File: src/hw/rtl/wlcs_pkg.sv
// Shared types and constants for the weighted LCS delete-sum core.
`default_nettype none

package wlcs_pkg;

    localparam int CHAR_W          = 8;
    localparam int CHAR_MAX        = 255;
    localparam int DELETE_W        = 15;
    localparam int DELETE_MAX      = 32767;
    localparam int MAX_LEN_DEFAULT = 64;

    typedef enum logic [2:0] {
        S_LOAD,
        S_START,
        S_ROW,
        S_CELL,
        S_FIN,
        S_RES
    } state_t;

endpackage

`default_nettype wire

File: src/hw/rtl/wlcs_in_if.sv
// Character input channel: valid/ready with select, byte and end-of-pair mark.
`default_nettype none

interface wlcs_in_if;
    logic                         valid;
    logic                         ready;
    logic                         string_select;
    logic [wlcs_pkg::CHAR_W-1:0]  character;
    logic                         last_of_pair;

    modport source (output valid, output string_select, output character,
                    output last_of_pair, input ready);
    modport sink   (input valid, input string_select, input character,
                    input last_of_pair, output ready);
endinterface

`default_nettype wire

File: src/hw/rtl/wlcs_out_if.sv
// Result output channel: valid/ready with delete sum and overflow flag.
`default_nettype none

interface wlcs_out_if;
    logic                          valid;
    logic                          ready;
    logic [wlcs_pkg::DELETE_W-1:0] delete_sum;
    logic                          overflow;

    modport source (output valid, output delete_sum, output overflow, input ready);
    modport sink   (input valid, input delete_sum, input overflow, output ready);
endinterface

`default_nettype wire

File: src/hw/rtl/wlcs_ram.sv
// Generic simple dual-port RAM, one write and one registered read port.
`default_nettype none

module wlcs_ram #(
    parameter int WIDTH = 8,
    parameter int DEPTH = 64,
    localparam int ADDR_W = (DEPTH > 1) ? $clog2(DEPTH) : 1
) (
    input  wire logic              clk,
    input  wire logic              we,
    input  wire logic [ADDR_W-1:0] waddr,
    input  wire logic [WIDTH-1:0]  wdata,
    input  wire logic              re,
    input  wire logic [ADDR_W-1:0] raddr,
    output logic      [WIDTH-1:0]  rdata
);

    logic [WIDTH-1:0] mem [DEPTH];

    always_ff @(posedge clk)
    begin
        if (we)
        begin
            mem[waddr] <= wdata;
        end
        if (re)
        begin
            rdata <= mem[raddr];
        end
    end

endmodule

`default_nettype wire

File: src/hw/rtl/wlcs_cell.sv
// One weighted LCS cell: max of up and left, or diagonal plus code on a match.
`default_nettype none

module wlcs_cell #(
    parameter int DP_W = 14
) (
    input  wire logic [DP_W-1:0]             up,
    input  wire logic [DP_W-1:0]             left,
    input  wire logic [DP_W-1:0]             diag,
    input  wire logic [wlcs_pkg::CHAR_W-1:0] c,
    input  wire logic [wlcs_pkg::CHAR_W-1:0] s,
    output logic      [DP_W-1:0]             best
);

    logic [DP_W-1:0] max_ul;
    logic [DP_W:0]   diag_sum;

    always_comb
    begin
        max_ul   = (up > left) ? up : left;
        diag_sum = {1'b0, diag} + (DP_W + 1)'(c);
        if ((c == s) && (diag_sum > {1'b0, max_ul}))
        begin
            best = diag_sum[DP_W-1:0];
        end
        else
        begin
            best = max_ul;
        end
    end

endmodule

`default_nettype wire

File: src/hw/rtl/weighted_lcs_delete_sum_core.sv
// Weighted LCS delete-sum core: loads two byte strings, returns least delete code sum.
// Loading: one character per cycle, ready every cycle while loading.
// After end-of-pair: DP at one cell per cycle, plus an S_ROW step per row, through
// the shared cell unit and DP row RAM; the result register loads when output is free.
// Empty string skips the DP: S_START goes straight to S_FIN, then S_RES.
// Reset (rst_n low, async): lengths, sums, flags, sequencer and output valid cleared.
`default_nettype none

module weighted_lcs_delete_sum_core #(
    parameter int MAX_LEN = wlcs_pkg::MAX_LEN_DEFAULT
) (
    input wire logic   clk,
    input wire logic   rst_n,
    wlcs_in_if.sink    chars,
    wlcs_out_if.source result
);

    localparam int LEN_W = $clog2(MAX_LEN + 1);
    localparam int IDX_W = (MAX_LEN > 1) ? $clog2(MAX_LEN) : 1;
    localparam int DP_W  = $clog2(wlcs_pkg::CHAR_MAX * MAX_LEN + 1);
    localparam int SUM_W = $clog2(2 * wlcs_pkg::CHAR_MAX * MAX_LEN + 1);
    localparam int RES_W = (SUM_W > wlcs_pkg::DELETE_W) ? SUM_W : wlcs_pkg::DELETE_W;

    wlcs_pkg::state_t state_reg, state_next;

    logic [LEN_W-1:0]  len_a_reg, len_b_reg;
    logic [SUM_W-1:0]  sum_reg;
    logic              drop_reg;
    logic [IDX_W-1:0]  i_reg, j_reg;
    logic              pend_reg, pend_first_reg, pend_row0_reg;
    logic [IDX_W-1:0]  pend_j_reg;
    logic [DP_W-1:0]   left_reg, diag_reg;
    logic              out_valid_reg, out_ovf_reg;
    logic [wlcs_pkg::DELETE_W-1:0] out_sum_reg;

    logic                        accept, room_a, room_b, last_j, last_i, res_fire;
    logic [LEN_W-1:0]            len_a_m1, len_b_m1;
    logic                        a_we, b_we, a_re, b_re, dp_re;
    logic [wlcs_pkg::CHAR_W-1:0] a_rdata, b_rdata;
    logic [DP_W-1:0]             dp_rdata;
    logic [DP_W-1:0]             cell_up, cell_left, cell_diag, cell_best;
    logic [RES_W-1:0]            diff;
    logic [wlcs_pkg::DELETE_W-1:0] delete_val;

    assign accept   = chars.valid && chars.ready;
    assign room_a   = len_a_reg < LEN_W'(MAX_LEN);
    assign room_b   = len_b_reg < LEN_W'(MAX_LEN);
    assign len_a_m1 = len_a_reg - LEN_W'(1);
    assign len_b_m1 = len_b_reg - LEN_W'(1);
    assign last_j   = j_reg == len_b_m1[IDX_W-1:0];
    assign last_i   = i_reg == len_a_m1[IDX_W-1:0];
    assign res_fire = (state_reg == wlcs_pkg::S_RES) && (!out_valid_reg || result.ready);

    // next state
    always_comb
    begin
        state_next = state_reg;
        unique case (state_reg)
            wlcs_pkg::S_LOAD:
            begin
                if (accept && chars.last_of_pair)
                begin
                    state_next = wlcs_pkg::S_START;
                end
            end
            wlcs_pkg::S_START:
            begin
                if ((len_a_reg == '0) || (len_b_reg == '0))
                begin
                    state_next = wlcs_pkg::S_FIN;
                end
                else
                begin
                    state_next = wlcs_pkg::S_ROW;
                end
            end
            wlcs_pkg::S_ROW:
            begin
                state_next = wlcs_pkg::S_CELL;
            end
            wlcs_pkg::S_CELL:
            begin
                if (last_j)
                begin
                    state_next = last_i ? wlcs_pkg::S_FIN : wlcs_pkg::S_ROW;
                end
            end
            wlcs_pkg::S_FIN:
            begin
                state_next = wlcs_pkg::S_RES;
            end
            wlcs_pkg::S_RES:
            begin
                if (res_fire)
                begin
                    state_next = wlcs_pkg::S_LOAD;
                end
            end
            default:
            begin
                state_next = wlcs_pkg::S_LOAD;
            end
        endcase
    end

    // outputs and memory controls
    always_comb
    begin
        chars.ready = state_reg == wlcs_pkg::S_LOAD;
        a_we  = accept && !chars.string_select && room_a;
        b_we  = accept && chars.string_select && room_b;
        a_re  = state_reg == wlcs_pkg::S_ROW;
        b_re  = state_reg == wlcs_pkg::S_CELL;
        dp_re = state_reg == wlcs_pkg::S_CELL;
    end

    assign result.valid      = out_valid_reg;
    assign result.delete_sum = out_sum_reg;
    assign result.overflow   = out_ovf_reg;

    wlcs_ram #(.WIDTH(wlcs_pkg::CHAR_W), .DEPTH(MAX_LEN)) u_ram_a (
        .clk   (clk),
        .we    (a_we),
        .waddr (len_a_reg[IDX_W-1:0]),
        .wdata (chars.character),
        .re    (a_re),
        .raddr (i_reg),
        .rdata (a_rdata)
    );

    wlcs_ram #(.WIDTH(wlcs_pkg::CHAR_W), .DEPTH(MAX_LEN)) u_ram_b (
        .clk   (clk),
        .we    (b_we),
        .waddr (len_b_reg[IDX_W-1:0]),
        .wdata (chars.character),
        .re    (b_re),
        .raddr (j_reg),
        .rdata (b_rdata)
    );

    // entry k holds dp_row[k+1]; dp_row[0] is always zero
    wlcs_ram #(.WIDTH(DP_W), .DEPTH(MAX_LEN)) u_ram_dp (
        .clk   (clk),
        .we    (pend_reg),
        .waddr (pend_j_reg),
        .wdata (cell_best),
        .re    (dp_re),
        .raddr (j_reg),
        .rdata (dp_rdata)
    );

    // first row sees a cleared DP row, first column a zero left and diagonal
    assign cell_up   = pend_row0_reg ? '0 : dp_rdata;
    assign cell_left = pend_first_reg ? '0 : left_reg;
    assign cell_diag = pend_first_reg ? '0 : diag_reg;

    wlcs_cell #(.DP_W(DP_W)) u_cell (
        .up   (cell_up),
        .left (cell_left),
        .diag (cell_diag),
        .c    (a_rdata),
        .s    (b_rdata),
        .best (cell_best)
    );

    always_comb
    begin
        diff = RES_W'(sum_reg) - (RES_W'(left_reg) << 1);
        if (diff > RES_W'(wlcs_pkg::DELETE_MAX))
        begin
            delete_val = wlcs_pkg::DELETE_W'(wlcs_pkg::DELETE_MAX);
        end
        else
        begin
            delete_val = diff[wlcs_pkg::DELETE_W-1:0];
        end
    end

    always_ff @(posedge clk or negedge rst_n)
    begin
        if (!rst_n)
        begin
            state_reg      <= wlcs_pkg::S_LOAD;
            len_a_reg      <= '0;
            len_b_reg      <= '0;
            sum_reg        <= '0;
            drop_reg       <= 1'b0;
            i_reg          <= '0;
            j_reg          <= '0;
            pend_reg       <= 1'b0;
            pend_first_reg <= 1'b0;
            pend_row0_reg  <= 1'b0;
            pend_j_reg     <= '0;
            out_valid_reg  <= 1'b0;
        end
        else
        begin
            state_reg      <= state_next;
            pend_reg       <= state_reg == wlcs_pkg::S_CELL;
            pend_first_reg <= j_reg == '0;
            pend_row0_reg  <= i_reg == '0;
            pend_j_reg     <= j_reg;

            if (accept)
            begin
                if (!chars.string_select)
                begin
                    if (room_a)
                    begin
                        len_a_reg <= len_a_reg + LEN_W'(1);
                        sum_reg   <= sum_reg + SUM_W'(chars.character);
                    end
                    else
                    begin
                        drop_reg <= 1'b1;
                    end
                end
                else
                begin
                    if (room_b)
                    begin
                        len_b_reg <= len_b_reg + LEN_W'(1);
                        sum_reg   <= sum_reg + SUM_W'(chars.character);
                    end
                    else
                    begin
                        drop_reg <= 1'b1;
                    end
                end
            end

            if (state_reg == wlcs_pkg::S_START)
            begin
                i_reg <= '0;
            end
            if (state_reg == wlcs_pkg::S_ROW)
            begin
                j_reg <= '0;
            end
            if (state_reg == wlcs_pkg::S_CELL)
            begin
                if (last_j)
                begin
                    i_reg <= i_reg + IDX_W'(1);
                end
                else
                begin
                    j_reg <= j_reg + IDX_W'(1);
                end
            end

            if (res_fire)
            begin
                out_valid_reg <= 1'b1;
                len_a_reg     <= '0;
                len_b_reg     <= '0;
                sum_reg       <= '0;
                drop_reg      <= 1'b0;
            end
            else if (result.ready)
            begin
                out_valid_reg <= 1'b0;
            end
        end
    end

    // datapath registers
    always_ff @(posedge clk)
    begin
        if (accept && chars.last_of_pair)
        begin
            left_reg <= '0;
        end
        else if (pend_reg)
        begin
            left_reg <= cell_best;
            diag_reg <= cell_up;
        end
        if (res_fire)
        begin
            out_sum_reg <= delete_val;
            out_ovf_reg <= drop_reg;
        end
    end

endmodule

`default_nettype wire

File: src/flat_wrapper.sv
// flat-port wrapper written by rule: the top's interface ports become plain ports
module weighted_lcs_delete_sum_core_flat 
#(
    parameter int MAX_LEN = wlcs_pkg::MAX_LEN_DEFAULT
)
  (clk, rst_n, chars_valid, chars_string_select, chars_character, chars_last_of_pair, chars_ready, result_valid, result_delete_sum, result_overflow, result_ready);
  wlcs_in_if chars_i ();
  wlcs_out_if result_i ();
  input wire logic clk;
  input wire logic rst_n;
  input wire logic [$bits(chars_i.valid)-1:0] chars_valid;
  input wire logic [$bits(chars_i.string_select)-1:0] chars_string_select;
  input wire logic [$bits(chars_i.character)-1:0] chars_character;
  input wire logic [$bits(chars_i.last_of_pair)-1:0] chars_last_of_pair;
  output wire logic [$bits(chars_i.ready)-1:0] chars_ready;
  output wire logic [$bits(result_i.valid)-1:0] result_valid;
  output wire logic [$bits(result_i.delete_sum)-1:0] result_delete_sum;
  output wire logic [$bits(result_i.overflow)-1:0] result_overflow;
  input wire logic [$bits(result_i.ready)-1:0] result_ready;
  assign chars_i.valid = chars_valid;
  assign chars_i.string_select = chars_string_select;
  assign chars_i.character = chars_character;
  assign chars_i.last_of_pair = chars_last_of_pair;
  assign chars_ready = chars_i.ready;
  assign result_valid = result_i.valid;
  assign result_delete_sum = result_i.delete_sum;
  assign result_overflow = result_i.overflow;
  assign result_i.ready = result_ready;
  weighted_lcs_delete_sum_core #(.MAX_LEN(MAX_LEN)) u_core (.clk(clk), .rst_n(rst_n), .chars(chars_i), .result(result_i));
endmodule
File: config.mk
export PLATFORM = sky130hd
export DESIGN_NAME = weighted_lcs_delete_sum_core_flat
export DESIGN_NICKNAME = d
export VERILOG_FILES = /design/src/hw/rtl/wlcs_pkg.sv /design/src/hw/rtl/wlcs_in_if.sv /design/src/hw/rtl/wlcs_out_if.sv /design/src/hw/rtl/wlcs_ram.sv /design/src/hw/rtl/wlcs_cell.sv /design/src/hw/rtl/weighted_lcs_delete_sum_core.sv /design/src/flat_wrapper.sv
export SDC_FILE = /design/constraint.sdc
export NUM_CORES = 2
export LEC_CHECK = 0
export ABC_CLOCK_PERIOD_IN_PS = 9300
export BUFFER_PORTS_ARGS = -buffer_cell sky130_fd_sc_hd__buf_2
export CAP_MARGIN = 40
export CORE_MARGIN = 2
export CORE_UTILIZATION = 40
export CTS_CLUSTER_DIAMETER = 100
export DETAILED_ROUTE_END_ITERATION = 7
export GPL_TIMING_DRIVEN = 0
export SLEW_MARGIN = 20
export SYNTH_ARGS = -nofsm -noshare
export SYNTH_HDL_FRONTEND = slang
export SYNTH_SLANG_ARGS = --single-unit
File: constraint.sdc
create_clock -name clk -period 9.3 [get_ports clk]
set_input_delay 0.93 -clock clk [delete_from_list [all_inputs] [get_ports clk]]
set_output_delay 0.93 -clock clk [all_outputs]
set_load 0.03 [all_outputs]
==> impl_metrics.json <==
{
  "cts_resized": 0,
  "worstMarginPinSlew_ns": 0.893,
  "rr_endpoint": "u_core.u_ram_dp.mem[41][0]",
  "grt_usage": 0.197,
  "wl_per_cell_um": 29.1,
  "slowest_stage": "a21oi_4",
  "cp_num_cells": 23,
  "cp_data_arrival_time_ns": 7.44,
  "power_density_nw_per_um2": 191,
  "maxSlewHeadroom": 0.403,
  "crit_required_ns": 9.98,
  "peakVddDrop_mv": 0.201,
  "final_layout_size_suffix_gt1_frac": 0.295,
  "async_flop_share": 0.0268,
  "syn2layout_area_growth_pct": 15.2,
  "finClkSkew_ns": 0.0449,
  "dp_hpwl_mm": 140,
  "total_power_w": 0.0180,
  "synth_area_leaders": "edfxtp_1 (73%), mux4_2 (17%), dfrtp_1 (1.7%)",
  "synth_area_um2": 81800,
  "path_buf_inv": 8,
  "drt_iter0_drc": 4521,
  "syn_inst": 3808,
  "cts_tree": "done",
  "synth_seq_cells": 2049,
  "syn-num-nets": 3887,
  "core_um2": 204000,
  "grt_max_degree": 93,
  "min_period_ns": 6.76,
  "status": "complete, no violations",
  "ios": 32,
  "grt_pass1_wl_mm": 294,
  "hold_path.class": "input pin to asynchronous set/reset pin",
  "crit_chain": "buf_2 -> clkbuf_1 -> nor2_1 -> inv_1 -> ha_1 -> nand4_1 -> nor3_2 -> nand3_1 -> a32oi_1 -> buf_4 -> mux2i_1 -> inv_1 -> ha_1 -> nand4_1 -> nor3_1 -> and3_1 -> nand2_1 -> o41ai_2 -> buf_4 -> nor2_1 -> a21oi_4 -> buf_16 -> buf_16",
  "finalMaxSlewViolations": 0,
  "postPlaceCellArea_um2": 87400,
  "wl_mm": 206,
  "top_register": "u_core.u_ram_dp.mem",
  "cp-end-kind": "register",
  "gp_congestion": 0.868,
  "num_rows": 166,
  "grt_pass1_vias": 40300,
  "synth_flop_cell": "edfxtp_1",
  "io_buffers": 31,
  "cp_top_family": "simple AND/OR/NAND/NOR gates",
  "final_area_um2": 94200,
  "yosysSeqAreaShare": 0.747,
  "root_buffer": "clkbuf_16",
  "clk_pin_slew_ns": 0.06,
  "cts.repair_timing.setup_buffer_count": 0,
  "max_stage_delay_ns": 0.61,
  "grt_antenna_before_repair": 6,
  "vias_per_cell": 5.62,
  "cts_hold_buf": 0,
  "crit_path_max_fanout": 26,
  "grt_overflow": 0,
  "yosysUniqueCellTypes": 79,
  "ant_nets": 0,
  "rr_worst_depth": 23,
  "critical_path_class": "register to register",
  "synth_edf_count": 1980,
  "drc": 0,
  "r2r-start": "u_core.pend_first_reg",
  "dieHeight_um": 456,
  "yosysTopAreaCell": "edfxtp_1",
  "clock-sinks": 2049,
  "startpoint_type": "register",
  "p_leak_nw": 27.1,
  "die_area_um2": 208000,
  "numCtsBuffers": 200,
  "avgSynthCellArea_um2": 21.5,
  "die_w_um": 456,
  "max_freq_mhz": 148,
  "synth_top_area_share": 0.727,
  "cts_buffer_depth": 3,
  "nets": 4290,
  "synth.top_cells.by_count": "edfxtp_1 (1980), mux4_2 (630), nor2_1 (255), clkbuf_1 (100), nand2_1 (72)",
  "setup_viol": 0,
  "synth_most_common_cell": "edfxtp_1",
  "top_regs": "u_core.u_ram_dp.mem: 896 flops, u_core.u_ram_a.mem: 512 flops, u_core.u_ram_b.mem: 512 flops",
  "h-tree-depth": 4,
  "r2r_slack_ns": 2.54,
  "clkLatencyLatePin_ns": 0.82,
  "hold_violations": 0,
  "drt_first_pass_iters": 6,
  "largest_reg_flops": 896,
  "synth_warnings": 0,
  "start_util": 0.401,
  "vias": 39800,
  "fin_crit_sh": 0.727,
  "drv_cap": 0,
  "rsz0062_at_grt": "false"
}
through the flow:
step / setup TNS, ns / utilization / cells / worst slack (ns) / hold slack, ns
after global placement: -242.27 / 0.418 / 6527 / -0.981 / 0.354
after global routing: 0 / 0.462 / 7068 / 2.24 / 0.0326
after floorplan: 0 / - / 3808 / 2.85 / 0.352
final: 0 / 0.462 / 7074 / 2.54 / 0.0489
after CTS: 0 / 0.459 / 7013 / 2.70 / 0.00637
after detailed placement: 0 / 0.428 / 6642 / 2.73 / 0.365
worst max path at each step:
stage,from,end
after floorplan,u_core.pend_first_reg,u_core.u_ram_dp.mem[0][9]
after global placement,u_core.pend_first_reg,u_core.u_ram_dp.mem[38][0]
after detailed placement,u_core.pend_first_reg,u_core.u_ram_dp.mem[38][0]
after CTS,u_core.pend_first_reg,u_core.u_ram_dp.mem[41][0]
after global routing,u_core.pend_first_reg,u_core.u_ram_dp.mem[42][0]
final,u_core.pend_first_reg,u_core.u_ram_dp.mem[41][0]
cell usage in the layout (no fill, tap or decap), types with 8 or more instances in the layout:
master     netlist  layout
edfxtp_1      1980    1980
mux4_2         630     630
clkbuf_16        0     204
nor2_1         255     190
clkbuf_1       100     144
buf_6            9      95
nand2_1         72      72
buf_2           46      71
inv_1           70      69
nor2_2           0      62
ha_1            62      62
dfrtp_1         55      55
buf_4           10      51
clkinv_1         1      50
nand3_1         48      48
a21oi_1         41      39
buf_1           39      36
clkinv_2         0      36
o21ai_0         34      34
xnor2_1         33      33
nor2b_1         28      28
xor2_1          27      27
buf_8            0      25
mux2i_1         20      19
nor3_1          20      18
nand2b_1        18      18
buf_16           0      17
dfxtp_1         14      14
bufinv_16        0      13
o211ai_1        11      11
and3_1          11      11
nand4_1         10      10
buf_12           0      10
nand3b_1         9       9
or3_1            9       9
a31oi_1          8       8
or2_2            8       8
o31ai_1          8       8
metal layers:
layer / wire length [um] / share of wire / vias up / GRT usage
met4: 7110 / 0.035 / 2 / 0.0623
li1: - / - / 16700 / -
met5: 16 / 0.000078 / - / 0
met1: 83700 / 0.41 / 21300 / 0.263
met3: 12100 / 0.059 / 343 / 0.0326
met2: 103000 / 0.50 / 1424 / 0.330
cell type report:
cell class / instances / area (um^2)
fill: 16800 / 110000
sequential: 2049 / 61100
multi-input combinational: 1483 / 19700
clock buffer: 257 / 5340
tap: 2688 / 3360
timing repair buffer: 201 / 2430
clock inverter: 114 / 995
buffer: 204 / 938
inverter: 72 / 273
antenna: 6 / 15.0
where the power goes:
part | internal [W] | leakage, nW | switching (W)
Clock | 0.00442 | 3.09 | 0.00346
Sequential | 0.0100 | 17.3 | 0.0000000000000000000168
Combinational | 0.0000166 | 6.67 | 0.0000897
logic make-up after synthesis:
group	count (synthesis)	share of synthesized area
DFF	2049	0.747
adders and majority gates	65	0.0102
xor gates and xnor gates	60	0.00642
and+or+nand+nor	528	0.0302
buffers and inverters	276	0.0147
AOI/OAI and AO/OA	177	0.0152
muxes	653	0.176
No activity file was read; power rests on OpenSTA's default activity.
